--- config.mk ---
export PLATFORM = sky130hd
export DESIGN_NAME = utf8_width_and_substring_flat
export DESIGN_NICKNAME = d
export VERILOG_FILES = /design/src/hw/rtl/utf8ws_pkg.sv /design/src/hw/rtl/utf8ws_if.sv /design/src/hw/rtl/utf8ws_fifo.sv /design/src/hw/rtl/utf8ws_front.sv /design/src/hw/rtl/utf8ws_back.sv /design/src/hw/rtl/utf8_width_and_substring.sv /design/src/flat_wrapper.sv
export SDC_FILE = /design/constraint.sdc
export NUM_CORES = 2
export LEC_CHECK = 0
export BUFFER_PORTS_ARGS = -buffer_cell sky130_fd_sc_hd__buf_2
export CAP_MARGIN = 25
export CORE_UTILIZATION = 40
export CTS_BUF_LIST = sky130_fd_sc_hd__clkbuf_4
export CTS_CLUSTER_DIAMETER = 80
export DETAILED_ROUTE_END_ITERATION = 8
export HOLD_SLACK_MARGIN = 0.06
export SYNTH_ARGS = -nofsm -noshare
export SYNTH_HDL_FRONTEND = slang
export SYNTH_SLANG_ARGS = --single-unit
--- constraint.sdc ---
create_clock -name clk -period 5.9 [get_ports clk]
set_input_delay 1.18 -clock clk [delete_from_list [all_inputs] [get_ports clk]]
set_output_delay 1.18 -clock clk [all_outputs]
set_load 0.1 [all_outputs]
--- src/hw/rtl/utf8ws_pkg.sv ---
package utf8ws_pkg;

  localparam int OP_W    = 2;
  localparam int BYTE_W  = 8;
  localparam int IDX_W   = 4;
  localparam int CP_W    = 31;
  localparam int CNT_W   = 13;
  localparam int WID_W   = 14;
  localparam int PADDR_W = 4;
  localparam int PDATA_W = 32;

  typedef enum logic [OP_W-1:0] {
    OP_LOAD = 2'd0,
    OP_BYTE = 2'd1,
    OP_END  = 2'd2
  } opcode_t;

  typedef enum logic [1:0] {
    REG_BOX_STYLE  = 2'd0,
    REG_SUB_START  = 2'd1,
    REG_SUB_LENGTH = 2'd2
  } reg_idx_t;

  typedef enum logic [1:0] {
    Q_LOAD = 2'd0,
    Q_BYTE = 2'd1,
    Q_END  = 2'd2
  } q_kind_t;

  typedef enum logic {
    KIND_BYTE    = 1'b0,
    KIND_SUMMARY = 1'b1
  } out_kind_t;

  typedef struct packed {
    logic             box_style;
    logic [CNT_W-1:0] sub_start;
    logic [CNT_W-1:0] sub_length;
  } cfg_t;

  // One queued work unit. For a range load, cp carries the low bound.
  typedef struct packed {
    q_kind_t           kind;
    logic              fwd;
    logic              finish;
    logic [BYTE_W-1:0] byte_val;
    logic [CP_W-1:0]   cp;
    logic [IDX_W-1:0]  idx;
    logic [CP_W-1:0]   hi;
    logic [CNT_W-1:0]  char_count;
    logic [CNT_W-1:0]  subc;
  } q_entry_t;

endpackage

--- src/hw/rtl/utf8ws_if.sv ---
interface utf8ws_in_if import utf8ws_pkg::*; ();
  logic              valid;
  logic              ready;
  logic [OP_W-1:0]   opcode;
  logic [BYTE_W-1:0] byte_value;
  logic [IDX_W-1:0]  range_index;
  logic [CP_W-1:0]   range_low;
  logic [CP_W-1:0]   range_high;

  modport source (output valid, opcode, byte_value, range_index, range_low, range_high,
                  input ready);
  modport sink   (input valid, opcode, byte_value, range_index, range_low, range_high,
                  output ready);
endinterface

interface utf8ws_out_if import utf8ws_pkg::*; ();
  logic              valid;
  logic              ready;
  logic              kind;
  logic [BYTE_W-1:0] out_byte;
  logic [CNT_W-1:0]  char_count;
  logic [WID_W-1:0]  display_width;
  logic [CNT_W-1:0]  substring_chars;

  modport source (output valid, kind, out_byte, char_count, display_width, substring_chars,
                  input ready);
  modport sink   (input valid, kind, out_byte, char_count, display_width, substring_chars,
                  output ready);
endinterface

--- src/hw/rtl/utf8ws_fifo.sv ---
module utf8ws_fifo import utf8ws_pkg::*; (
  input  logic     clk,
  input  logic     rst_n,
  input  logic     push,
  input  q_entry_t wdata,
  output logic     full,
  input  logic     pop,
  output q_entry_t rdata,
  output logic     empty
);

  localparam int DEPTH = 4;
  localparam int PTR_W = $clog2(DEPTH);

  q_entry_t         mem_r [DEPTH];
  logic [PTR_W-1:0] wr_ptr_r, rd_ptr_r;
  logic [PTR_W:0]   count_r;

  assign full  = (count_r == (PTR_W+1)'(DEPTH));
  assign empty = (count_r == '0);
  assign rdata = mem_r[rd_ptr_r];

  always_ff @(posedge clk) begin
    if (!rst_n) begin
      wr_ptr_r <= '0;
      rd_ptr_r <= '0;
      count_r  <= '0;
    end else begin
      if (push) wr_ptr_r <= wr_ptr_r + 1'b1;
      if (pop)  rd_ptr_r <= rd_ptr_r + 1'b1;
      if (push && !pop)      count_r <= count_r + 1'b1;
      else if (pop && !push) count_r <= count_r - 1'b1;
    end
  end

  always_ff @(posedge clk) begin
    if (push) mem_r[wr_ptr_r] <= wdata;
  end

endmodule

--- src/hw/rtl/utf8ws_front.sv ---
module utf8ws_front import utf8ws_pkg::*; #(
  parameter int MAX_STRING_CHARS = 4096
) (
  input  logic     clk,
  input  logic     rst_n,
  utf8ws_in_if.sink in_if,
  input  cfg_t     cfg,
  input  logic     q_full,
  output logic     q_push,
  output q_entry_t q_entry
);

  localparam int CW = $clog2(MAX_STRING_CHARS + 1);
  localparam int SW = ((CW > CNT_W + 1) ? CW : CNT_W + 1) + 1;

  logic [2:0]      br_r, br_nxt;
  logic [CP_W-1:0] cp_r, cp_nxt;
  logic [CW-1:0]   seen_r, seen_nxt;
  logic [CW-1:0]   copied_r, copied_nxt;
  logic            copying_r, copying_nxt;

  logic            acc;
  logic [2:0]      len;
  logic            room;
  logic [CW-1:0]   seen_inc;
  logic            copy_new;
  logic [SW-1:0]   idx_w, start_w, end_w;

  function automatic logic [2:0] lead_len(input logic [BYTE_W-1:0] b);
    logic [2:0] n;
    if (!b[7])                      n = 3'd1;
    else if ((b & 8'hFC) == 8'hFC)  n = 3'd6;
    else if ((b & 8'hF8) == 8'hF8)  n = 3'd5;
    else if ((b & 8'hF0) == 8'hF0)  n = 3'd4;
    else if ((b & 8'hE0) == 8'hE0)  n = 3'd3;
    else if ((b & 8'hC0) == 8'hC0)  n = 3'd2;
    else                            n = 3'd0;  // stray continuation
    return n;
  endfunction

  assign in_if.ready = !q_full;
  assign acc = in_if.valid && in_if.ready;

  // Start-of-character bookkeeping
  assign len      = lead_len(in_if.byte_value);
  assign room     = (seen_r < CW'(MAX_STRING_CHARS));
  assign seen_inc = room ? seen_r + 1'b1 : seen_r;
  assign idx_w    = SW'(seen_inc);
  assign start_w  = SW'(cfg.sub_start);
  assign end_w    = SW'(cfg.sub_start) + SW'(cfg.sub_length);
  assign copy_new = room && (cfg.sub_start != '0) && (cfg.sub_length != '0) &&
                    (idx_w >= start_w) && (idx_w < end_w);

  always_comb begin
    br_nxt      = br_r;
    cp_nxt      = cp_r;
    seen_nxt    = seen_r;
    copied_nxt  = copied_r;
    copying_nxt = copying_r;
    q_push      = 1'b0;
    q_entry     = '0;
    case (opcode_t'(in_if.opcode))
      OP_LOAD: begin
        q_push        = acc;
        q_entry.kind  = Q_LOAD;
        q_entry.idx   = in_if.range_index;
        q_entry.cp    = in_if.range_low;
        q_entry.hi    = in_if.range_high;
      end
      OP_BYTE: begin
        q_push           = acc;
        q_entry.kind     = Q_BYTE;
        q_entry.byte_val = in_if.byte_value;
        if (br_r == '0) begin
          cp_nxt      = CP_W'(in_if.byte_value & (8'hFF >> len));
          br_nxt      = (len == '0) ? 3'd0 : len - 1'b1;
          seen_nxt    = seen_inc;
          copying_nxt = copy_new;
          if (copy_new) copied_nxt = copied_r + 1'b1;
        end else begin
          cp_nxt = {cp_r[CP_W-7:0], in_if.byte_value[5:0]};
          br_nxt = br_r - 1'b1;
        end
        q_entry.cp     = cp_nxt;
        q_entry.finish = (br_nxt == '0);
        q_entry.fwd    = copying_nxt;
      end
      OP_END: begin
        q_push             = acc;
        q_entry.kind       = Q_END;
        q_entry.cp         = cp_r;
        q_entry.finish     = (br_r != '0);  // truncated last character
        q_entry.char_count = CNT_W'(seen_r);
        if (cfg.sub_start == '0 || cfg.sub_length == '0)
          q_entry.subc = '0;
        else if (SW'(cfg.sub_start) > SW'(seen_r))
          q_entry.subc = CNT_W'(seen_r);
        else
          q_entry.subc = CNT_W'(copied_r);
        br_nxt      = '0;
        cp_nxt      = '0;
        seen_nxt    = '0;
        copied_nxt  = '0;
        copying_nxt = 1'b0;
      end
      default: ;
    endcase
  end

  always_ff @(posedge clk) begin
    if (!rst_n) begin
      br_r      <= '0;
      cp_r      <= '0;
      seen_r    <= '0;
      copied_r  <= '0;
      copying_r <= 1'b0;
    end else if (acc) begin
      br_r      <= br_nxt;
      cp_r      <= cp_nxt;
      seen_r    <= seen_nxt;
      copied_r  <= copied_nxt;
      copying_r <= copying_nxt;
    end
  end

endmodule

--- src/hw/rtl/utf8ws_back.sv ---
module utf8ws_back import utf8ws_pkg::*; #(
  parameter int MAX_STRING_CHARS = 4096,
  parameter int RANGE_COUNT      = 9
) (
  input  logic       clk,
  input  logic       rst_n,
  input  logic       box_style,
  input  logic       q_empty,
  input  q_entry_t   q_head,
  output logic       q_pop,
  utf8ws_out_if.source out_if
);

  localparam int WW  = $clog2(2 * MAX_STRING_CHARS + 1);
  localparam logic [WW:0] CAP = (WW+1)'(2 * MAX_STRING_CHARS);

  logic [CP_W-1:0]  low_r  [RANGE_COUNT];
  logic [CP_W-1:0]  high_r [RANGE_COUNT];
  logic [WW-1:0]    ws_r, ws_nxt;
  logic             out_v_r, out_v_nxt;

  logic             kind_r;
  logic [BYTE_W-1:0] byte_r;
  logic [CNT_W-1:0] cnt_r, subc_r;
  logic [WID_W-1:0] wid_r;

  logic [RANGE_COUNT-1:0] hit;
  logic             wide;
  logic [WW:0]      sum;
  logic [WW-1:0]    ws_add;
  logic             emit;
  logic             tbl_we;

  assign q_pop = !q_empty && (!out_v_r || out_if.ready);

  always_comb begin
    for (int i = 0; i < RANGE_COUNT; i++)
      hit[i] = (q_head.cp >= low_r[i]) && (q_head.cp <= high_r[i]);
  end

  // Without box style a hit in entry 0 forces narrow
  assign wide   = box_style ? (|hit) : (!hit[0] && (|hit));
  assign sum    = (WW+1)'(ws_r) + (wide ? (WW+1)'(2) : (WW+1)'(1));
  assign ws_add = (sum > CAP) ? WW'(CAP) : WW'(sum);

  assign tbl_we = q_pop && (q_head.kind == Q_LOAD) &&
                  ({1'b0, q_head.idx} < (IDX_W+1)'(RANGE_COUNT));

  always_comb begin
    ws_nxt = ws_r;
    emit   = 1'b0;
    case (q_head.kind)
      Q_BYTE: begin
        if (q_head.finish) ws_nxt = ws_add;
        emit = q_head.fwd;
      end
      Q_END: begin
        ws_nxt = '0;
        emit   = 1'b1;
      end
      default: ;
    endcase
    if (!q_pop) begin
      ws_nxt = ws_r;
      emit   = 1'b0;
    end
    if (emit)              out_v_nxt = 1'b1;
    else if (out_if.ready) out_v_nxt = 1'b0;
    else                   out_v_nxt = out_v_r;
  end

  always_ff @(posedge clk) begin
    if (!rst_n) begin
      ws_r    <= '0;
      out_v_r <= 1'b0;
      for (int i = 0; i < RANGE_COUNT; i++) begin
        low_r[i]  <= '1;
        high_r[i] <= '0;
      end
    end else begin
      ws_r    <= ws_nxt;
      out_v_r <= out_v_nxt;
      for (int i = 0; i < RANGE_COUNT; i++) begin
        if (tbl_we && (q_head.idx == IDX_W'(i))) begin
          low_r[i]  <= q_head.cp;
          high_r[i] <= q_head.hi;
        end
      end
    end
  end

  always_ff @(posedge clk) begin
    if (emit) begin
      if (q_head.kind == Q_END) begin
        kind_r <= KIND_SUMMARY;
        byte_r <= '0;
        cnt_r  <= q_head.char_count;
        wid_r  <= WID_W'(q_head.finish ? ws_add : ws_r);
        subc_r <= q_head.subc;
      end else begin
        kind_r <= KIND_BYTE;
        byte_r <= q_head.byte_val;
        cnt_r  <= '0;
        wid_r  <= '0;
        subc_r <= '0;
      end
    end
  end

  assign out_if.valid           = out_v_r;
  assign out_if.kind            = kind_r;
  assign out_if.out_byte        = byte_r;
  assign out_if.char_count      = cnt_r;
  assign out_if.display_width   = wid_r;
  assign out_if.substring_chars = subc_r;

endmodule

--- src/hw/rtl/utf8_width_and_substring.sv ---
// A result item is written into the queue when accepted and then into the output register,
// where it is held while the sink stalls.
// Throughput: 1 item per cycle while the queue has room; a 4-entry queue sits between
// the decoder and the range compare / width accumulator. A stalled result blocks the
// back, and input ready drops once the queue holds 4 items.
// Reset (synchronous, rst_n low): range table emptied, counters, registers, queue cleared.
module utf8_width_and_substring import utf8ws_pkg::*; #(
  parameter int MAX_STRING_CHARS = 4096,
  parameter int RANGE_COUNT      = 9
) (
  input  logic               clk,
  input  logic               rst_n,
  utf8ws_in_if.sink          in_if,
  utf8ws_out_if.source       out_if,
  input  logic               psel,
  input  logic               penable,
  input  logic               pwrite,
  input  logic [PADDR_W-1:0] paddr,
  input  logic [PDATA_W-1:0] pwdata,
  output logic [PDATA_W-1:0] prdata,
  output logic               pready
);

  cfg_t     cfg_r;
  logic     q_push, q_pop, q_full, q_empty;
  q_entry_t q_wdata, q_rdata;
  reg_idx_t reg_idx;

  assign pready  = 1'b1;
  assign reg_idx = reg_idx_t'(paddr[3:2]);

  always_ff @(posedge clk) begin
    if (!rst_n) begin
      cfg_r <= '0;
    end else if (psel && penable && pwrite) begin
      case (reg_idx)
        REG_BOX_STYLE:  cfg_r.box_style  <= pwdata[0];
        REG_SUB_START:  cfg_r.sub_start  <= pwdata[CNT_W-1:0];
        REG_SUB_LENGTH: cfg_r.sub_length <= pwdata[CNT_W-1:0];
        default: ;
      endcase
    end
  end

  always_comb begin
    case (reg_idx)
      REG_BOX_STYLE:  prdata = PDATA_W'(cfg_r.box_style);
      REG_SUB_START:  prdata = PDATA_W'(cfg_r.sub_start);
      REG_SUB_LENGTH: prdata = PDATA_W'(cfg_r.sub_length);
      default:        prdata = '0;
    endcase
  end

  utf8ws_front #(
    .MAX_STRING_CHARS(MAX_STRING_CHARS)
  ) u_front (
    .clk     (clk),
    .rst_n   (rst_n),
    .in_if   (in_if),
    .cfg     (cfg_r),
    .q_full  (q_full),
    .q_push  (q_push),
    .q_entry (q_wdata)
  );

  utf8ws_fifo u_fifo (
    .clk   (clk),
    .rst_n (rst_n),
    .push  (q_push),
    .wdata (q_wdata),
    .full  (q_full),
    .pop   (q_pop),
    .rdata (q_rdata),
    .empty (q_empty)
  );

  utf8ws_back #(
    .MAX_STRING_CHARS(MAX_STRING_CHARS),
    .RANGE_COUNT     (RANGE_COUNT)
  ) u_back (
    .clk       (clk),
    .rst_n     (rst_n),
    .box_style (cfg_r.box_style),
    .q_empty   (q_empty),
    .q_head    (q_rdata),
    .q_pop     (q_pop),
    .out_if    (out_if)
  );

endmodule

--- src/flat_wrapper.sv ---
// flat-port wrapper written by rule: the top's interface ports become plain ports
module utf8_width_and_substring_flat import utf8ws_pkg::*;
#(
  parameter int MAX_STRING_CHARS = 4096,
  parameter int RANGE_COUNT      = 9
)
  (clk, rst_n, psel, penable, pwrite, paddr, pwdata, prdata, pready, in_if_valid, in_if_opcode, in_if_byte_value, in_if_range_index, in_if_range_low, in_if_range_high, in_if_ready, out_if_valid, out_if_kind, out_if_out_byte, out_if_char_count, out_if_display_width, out_if_substring_chars, out_if_ready);
  utf8ws_in_if in_if_i ();
  utf8ws_out_if out_if_i ();
  input  logic clk;
  input  logic rst_n;
  input  logic psel;
  input  logic penable;
  input  logic pwrite;
  input  logic [PADDR_W-1:0] paddr;
  input  logic [PDATA_W-1:0] pwdata;
  output logic [PDATA_W-1:0] prdata;
  output logic pready;
  input wire logic [$bits(in_if_i.valid)-1:0] in_if_valid;
  input wire logic [$bits(in_if_i.opcode)-1:0] in_if_opcode;
  input wire logic [$bits(in_if_i.byte_value)-1:0] in_if_byte_value;
  input wire logic [$bits(in_if_i.range_index)-1:0] in_if_range_index;
  input wire logic [$bits(in_if_i.range_low)-1:0] in_if_range_low;
  input wire logic [$bits(in_if_i.range_high)-1:0] in_if_range_high;
  output wire logic [$bits(in_if_i.ready)-1:0] in_if_ready;
  output wire logic [$bits(out_if_i.valid)-1:0] out_if_valid;
  output wire logic [$bits(out_if_i.kind)-1:0] out_if_kind;
  output wire logic [$bits(out_if_i.out_byte)-1:0] out_if_out_byte;
  output wire logic [$bits(out_if_i.char_count)-1:0] out_if_char_count;
  output wire logic [$bits(out_if_i.display_width)-1:0] out_if_display_width;
  output wire logic [$bits(out_if_i.substring_chars)-1:0] out_if_substring_chars;
  input wire logic [$bits(out_if_i.ready)-1:0] out_if_ready;
  assign in_if_i.valid = in_if_valid;
  assign in_if_i.opcode = in_if_opcode;
  assign in_if_i.byte_value = in_if_byte_value;
  assign in_if_i.range_index = in_if_range_index;
  assign in_if_i.range_low = in_if_range_low;
  assign in_if_i.range_high = in_if_range_high;
  assign in_if_ready = in_if_i.ready;
  assign out_if_valid = out_if_i.valid;
  assign out_if_kind = out_if_i.kind;
  assign out_if_out_byte = out_if_i.out_byte;
  assign out_if_char_count = out_if_i.char_count;
  assign out_if_display_width = out_if_i.display_width;
  assign out_if_substring_chars = out_if_i.substring_chars;
  assign out_if_i.ready = out_if_ready;
  utf8_width_and_substring #(.MAX_STRING_CHARS(MAX_STRING_CHARS), .RANGE_COUNT(RANGE_COUNT)) u_core (.clk(clk), .rst_n(rst_n), .in_if(in_if_i), .out_if(out_if_i), .psel(psel), .penable(penable), .pwrite(pwrite), .paddr(paddr), .pwdata(pwdata), .prdata(prdata), .pready(pready));
endmodule
# Word-level counts from Yosys, hierarchy flattened
# Memory sizes are Yosys's and may differ from the RTL's. A register that Yosys moved wholly into a read port is not among the register bits.
# Cells that the tools add are included.
[totals]
input_bits = 119
elab_cells = 255
memories = 3
mem_bits_rw = 974
out_inout_bits = 84
register_bits = 159
[mem_list]
columns = ["memory", "words", "word_bits", "read_ports", "rd_clocked_by_memory_dff", "write_ports", "line_no", "source"]
rows = [
  ["u_core.u_fifo.mem_r", 4, 104, 1, 1, 1, "utf8ws_fifo.sv:15", "q_entry_t mem_r [DEPTH];"],
  ["u_core.u_back.high_r", 9, 31, 9, 0, 9, "utf8ws_back.sv:18", "logic [CP_W-1:0] high_r [RANGE_COUNT];"],
  ["u_core.u_back.low_r", 9, 31, 9, 0, 9, "utf8ws_back.sv:17", "logic [CP_W-1:0] low_r [RANGE_COUNT];"],
]
[op_classes]
magnitude_cmp = 24
n_addsub = 10
n_reduce_logical = 65
n_shift = 1
n_mux = 93
bitwise_logic = 19
n_eq_ne = 22
[op_table]
columns = ["operator", "n"]
rows = [
  ["$mux W31", 19],
  ["$ge A31 B31 Y1", 9],
  ["$le A31 B31 Y1", 9],
  ["$pmux W31 S3", 1],
  ["$mux W13", 6],
  ["$pmux W31 S2", 1],
  ["$pmux W13 S2", 2],
  ["$pmux W13 S3", 1],
  ["$mux W1", 38],
  ["$mux W35", 1],
  ["$and A8 B31 Y31", 1],
  ["$logic_and A1 B1 Y1", 31],
  ["$shr A8 B3 Y31 const A", 1],
  ["$mux W14", 2],
  ["$pmux W14 S2", 1],
  ["$mux W3", 9],
  ["$add A13 B1 Y13 const B", 2],
  ["$logic_not A13 Y1", 2],
  ["$mux W26", 1],
  ["$reduce_bool A13 Y1", 2],
  ["$or A1 B1 Y1", 18],
  ["$eq A4 B3 Y1 const B", 4],
  ["$add A14 B2 Y15", 1],
  ["$gt A15 B14 Y1 const B", 1],
  ["35 further kinds", 71],
]

# Longest topological paths before layout
[logic_depth]
word_depth = 13
mapped_depth = 28
mapped_depth_nobuf = 23

# Modules after synthesis
# Synthesis repeated with hierarchy kept, for this count alone.
[unflattened]
cells_unflattened = 4343
hier_area_um2 = 56877.0
[by_module_without_submodules]
columns = ["mod", "n_inst", "seq_area_each_um2", "cells_per_inst", "area_each_um2"]
rows = [
  ["utf8ws_back", 1, 18527.8, 2885, 34358.0],
  ["utf8ws_fifo", 1, 12672.2, 587, 15469.8],
  ["utf8ws_front", 1, 1221.2, 726, 5680.4],
  ["utf8_width_and_substring", 1, 540.5, 145, 1368.8],
]

# Worst setup path after synthesis
# No wires, ideal clock.
[synth_timing]
path_kind = "register -> register"
start = "register (tool-made name)"
end = "register u_core.u_back.ws_r[4]"
period_less_slack_ns = 6.198
n_path_buf = 5
stages_incl_launch_ff = 27
setup_ns = 0.070
arrival_time_ns = 6.128
path_slack_ns = -0.298
required_time_ns = 5.830
cell_sequence = "dfxtp_1 > buf_2 > buf_2 > buf_1 > mux4_2 > ha_1 > a21o_1 > a221o_1 > a221oi_1 > nand2_1 > a211o_1 > a21o_1 > o21ai_0 > o2111ai_1 > o22a_1 > fa_1 > and3_1 > and3_1 > buf_4 > xnor2_1 > a31oi_1 > o41a_1 > buf_4 > nor2_4 > nand2_1 > a21o_1 > a21oi_1"
[synth_lines]
columns = ["element", "line_no", "source"]
rows = [
  ["end signal, assigned", "utf8ws_back.sv:81", "ws_r <= ws_nxt;"],
  ["end, declared", "utf8ws_back.sv:19", "logic [WW-1:0] ws_r, ws_nxt;"],
]

==> metrics.yaml <==
status: "finished, violations left"
violations: "negative setup slack"
ant_nets: 0
fin_worst_skew_ps: 117.9
yosysTopAreaCell: "edfxtp_1"
ys_types: 81
yosys-top-cells-count: "edfxtp_1 (1023), ha_1 (630), inv_1 (609)"
critPathSlowestCell: "mux4_2"
io_buffers: 161
drc: 0
wl_per_cell_um: 20.13
synth_top_area_share_pct: 54.53
slowest_delay_ps: 550
ioPinCount: 203
grt_use_met2_pct: 34.04
grt_first_pass_wirelength_mm: 220.7
ys_seq_elements: 1135
leakage_nw: 28.86
grt_pass1_vias: 37913
die_h_um: 377.3
hpwl_mm: 99.31
hold_viol: 0
drt_wl_total_mm: 145.3
clk-insertion-delay-late_ps: 1310
drt_pass1_iterations: 7
start_kind: "register"
ir_drop_mv: 0.2591
tritoncts: "done"
cts_sinks: 1135
antenna_found_initial: 35
syn_to_final_growth_pct: 20.04
clk_pin_slew_ps: 60
first_iter_violations: 2371
hold_depth: 3
synthCells: 4347
final_nets: 5867
async_flop_share_pct: 0
grt.met1_usage_pct: 26.40
finalWorstPathRequiredPeriod_ps: 6108
critPathCaptureType: "register"
gp_congestion: 0.8979
worstMarginPinSlew_ps: 1110
r2r_cells: 27
maxCapViolations: 0
ys.flop_type: "edfxtp_1"
worstPathRequired_ps: 7040
path_class: "reg2reg"
yosys.cell_count.top_type: "edfxtp_1"
layout-drive-gt1-share_pct: 24.50
grt_overflow: 0
fin_ws_ps: -207.7
die_area_mm2: 0.1423
viasPerCell: 5.171
post-route-period-util_pct: 103.5
clock_path_buffers: 4
whs_ps: 221.2
die_x_um: 377.3
grt_setup_unrepaired: "true"
core-area_mm2: 0.1397
critPathMaxFanout: 5
use_met3_pct: 5.049
cp.arrival_ps: 7250
multi_input_area_mm2: 0.02168
finalSetupTns_ps: -2296
power_density_mw_per_mm2: 402.1
max-slew-margin-rel_pct: 25.87
vias: 37316
regArea_mm2: 0.03297
cts_root_buf: "clkbuf_4"
setup_violations: 20
yosys-top-cells-area: "edfxtp_1 (55%), ha_1 (14%), mux4_2 (4.2%)"
std_cell_rows: 137
synth_edf_count: 1023
instances_no_fill: 7216
dp.cells: 6600
grt_max_degree: 65
busiest_layer: "met2"
initial_core_util_pct: 40.33
cts_buffers: 321
synth_area_mm2: 0.05634
max_freq_ghz: 0.1637
cts_htree_levels: 5
nFillCells: 12410
hold_path.class: "in2reg"
grt.total_usage_pct: 20.55
report.final.slew_viol_count: 0
ys_warn_count: 0
syn_avg_cell_area_um2: 12.96
synth_seq_area_share_pct: 58.51
metal layers:
| layer | vias to the layer above | part of all wire, % |
|---|---|---|
| met4 | 38 | 2.4 |
| met5 | - | 0.17 |
| li1 | 17814 | - |
| met3 | 267 | 5.6 |
| met2 | 884 | 48 |
| met1 | 18313 | 44 |
what timing repair did:
action	in CTS	in global routing
pin swaps	63	46
hold buffers	13	0
setup buffers	42	14
cloned	1	0
endpoints found under the setup margin	27	23
resized for setup	143	88
endpoints found under the hold margin	27	0
where the power goes:
group / leakage [nW] / switching [mW] / total (mW) / internal (mW)
Sequential: 10.1 / 0.192 / 9.79 / 9.60
Clock: 2.25 / 3.24 / 6.80 / 3.56
Combinational: 16.6 / 6.15 / 10.6 / 4.44
per-stage QoR:
stage	cell area (um^2)	utilization (%)	power, mW	worst slack (ps)
final	67630	48.41	27.19	-207.7
after CTS	66990	47.95	27.13	-88.31
after global routing	67600	48.39	28.88	-416.7
after global placement	62080	44.44	19.43	-629.4
after floorplan	56410	-	15.67	-22.09
after detailed placement	62080	44.44	19.64	-703.5
placed cells by master (no fill, tap or decap), types with 14 or more instances in the layout:
cell	netlist	final
ha_4	0	25
a222oi_1	27	27
xnor2_1	21	20
o21ai_0	113	86
nand3_1	58	56
and4_1	15	14
nand4_1	105	105
o21ai_1	21	28
o211ai_1	18	18
nor2b_1	62	62
and2_1	93	88
a22oi_1	37	37
a211oi_1	39	28
diode_2	0	25
a21o_1	153	153
conb_1	2	20
buf_2	9	161
a21oi_2	0	23
edfxtp_1	1023	1023
nor3_1	39	31
buf_12	0	44
and3_1	17	14
ha_1	630	602
inv_1	609	608
nand2b_1	20	17
dfxtp_1	112	110
nor2_1	214	211
mux4_2	104	104
mux2i_1	19	19
clkinv_1	0	51
a21oi_1	255	229
buf_6	2	23
nand2_1	179	177
clkbuf_4	0	456
or2_1	32	32
buf_4	23	309
state kept, by name, summed over array words and instances, names as in the netlist, named ones only:
name,cells
u_core.u_front.br_r,3
u_core.cfg_r,27
u_core.u_front.seen_r,13
u_core.u_fifo.rd_ptr_r,2
u_core.u_front.copying_r,1
u_core.u_back.out_if.substring_chars,13
u_core.u_front.copied_r,13
u_core.u_back.ws_r,14
u_core.u_back.out_if.valid,1
u_core.u_front.cp_r,31
u_core.u_fifo.count_r,3
u_core.u_back.out_if.out_byte,8
u_core.u_fifo.wr_ptr_r,2
u_core.u_back.low_r,279
u_core.u_back.out_if.kind,1
u_core.u_back.out_if.char_count,13
u_core.u_fifo.mem_r,416
u_core.u_back.out_if.display_width,14
u_core.u_back.high_r,279
worst max-delay path, delay by kind of cell, from the launching register on:
kind	cells	cell delay, ps
XOR/XNOR	1	110
flip-flops	1	410
adder cells (fa/ha/maj)	2	560
AO/OA/AOI/OAI	11	2680
buffers and inverters	6	860
AND/OR/NAND/NOR	6	800
multiplexers	1	550
layout make-up:
| type | count | share of cell area [%] |
|---|---|---|
| Inverter | 610 | 3.388 |
| Sequential cell | 1135 | 48.75 |
| Clock buffer | 456 | 5.062 |
| Tap cell | 1876 | 3.471 |
| Multi-Input combinational cell | 2487 | 32.06 |
| Timing Repair Buffer | 560 | 6.740 |
| Antenna cell | 25 | 0.09251 |
| Clock inverter | 67 | 0.4385 |
kinds of logic after synthesis:
| logic type | synth area share [%] |
|---|---|
| muxes | 4.575 |
| AOI/OAI and AO/OA | 9.157 |
| adders and majority gates | 14.10 |
| xor gates and xnor gates | 0.4664 |
| other | 0.01333 |
| DFF | 58.51 |
| buffers and inverters | 5.150 |
| and+or+nand+nor | 8.033 |
path summary, 6_finish.rpt:
| path | endpoint | slack (ps) | from |
|---|---|---|---|
| min | u_core.u_front.cp_r[3] | 220 | in_if_byte_value[3] |
| max reg2reg | u_core.u_back.ws_r[4] | -210 | register |
| max | u_core.u_back.ws_r[4] | -210 | register |
| min reg2reg | u_core.u_front.br_r[0] | 490 | u_core.u_front.br_r[0] |
Note: power is estimated with default switching activity, not from simulation.
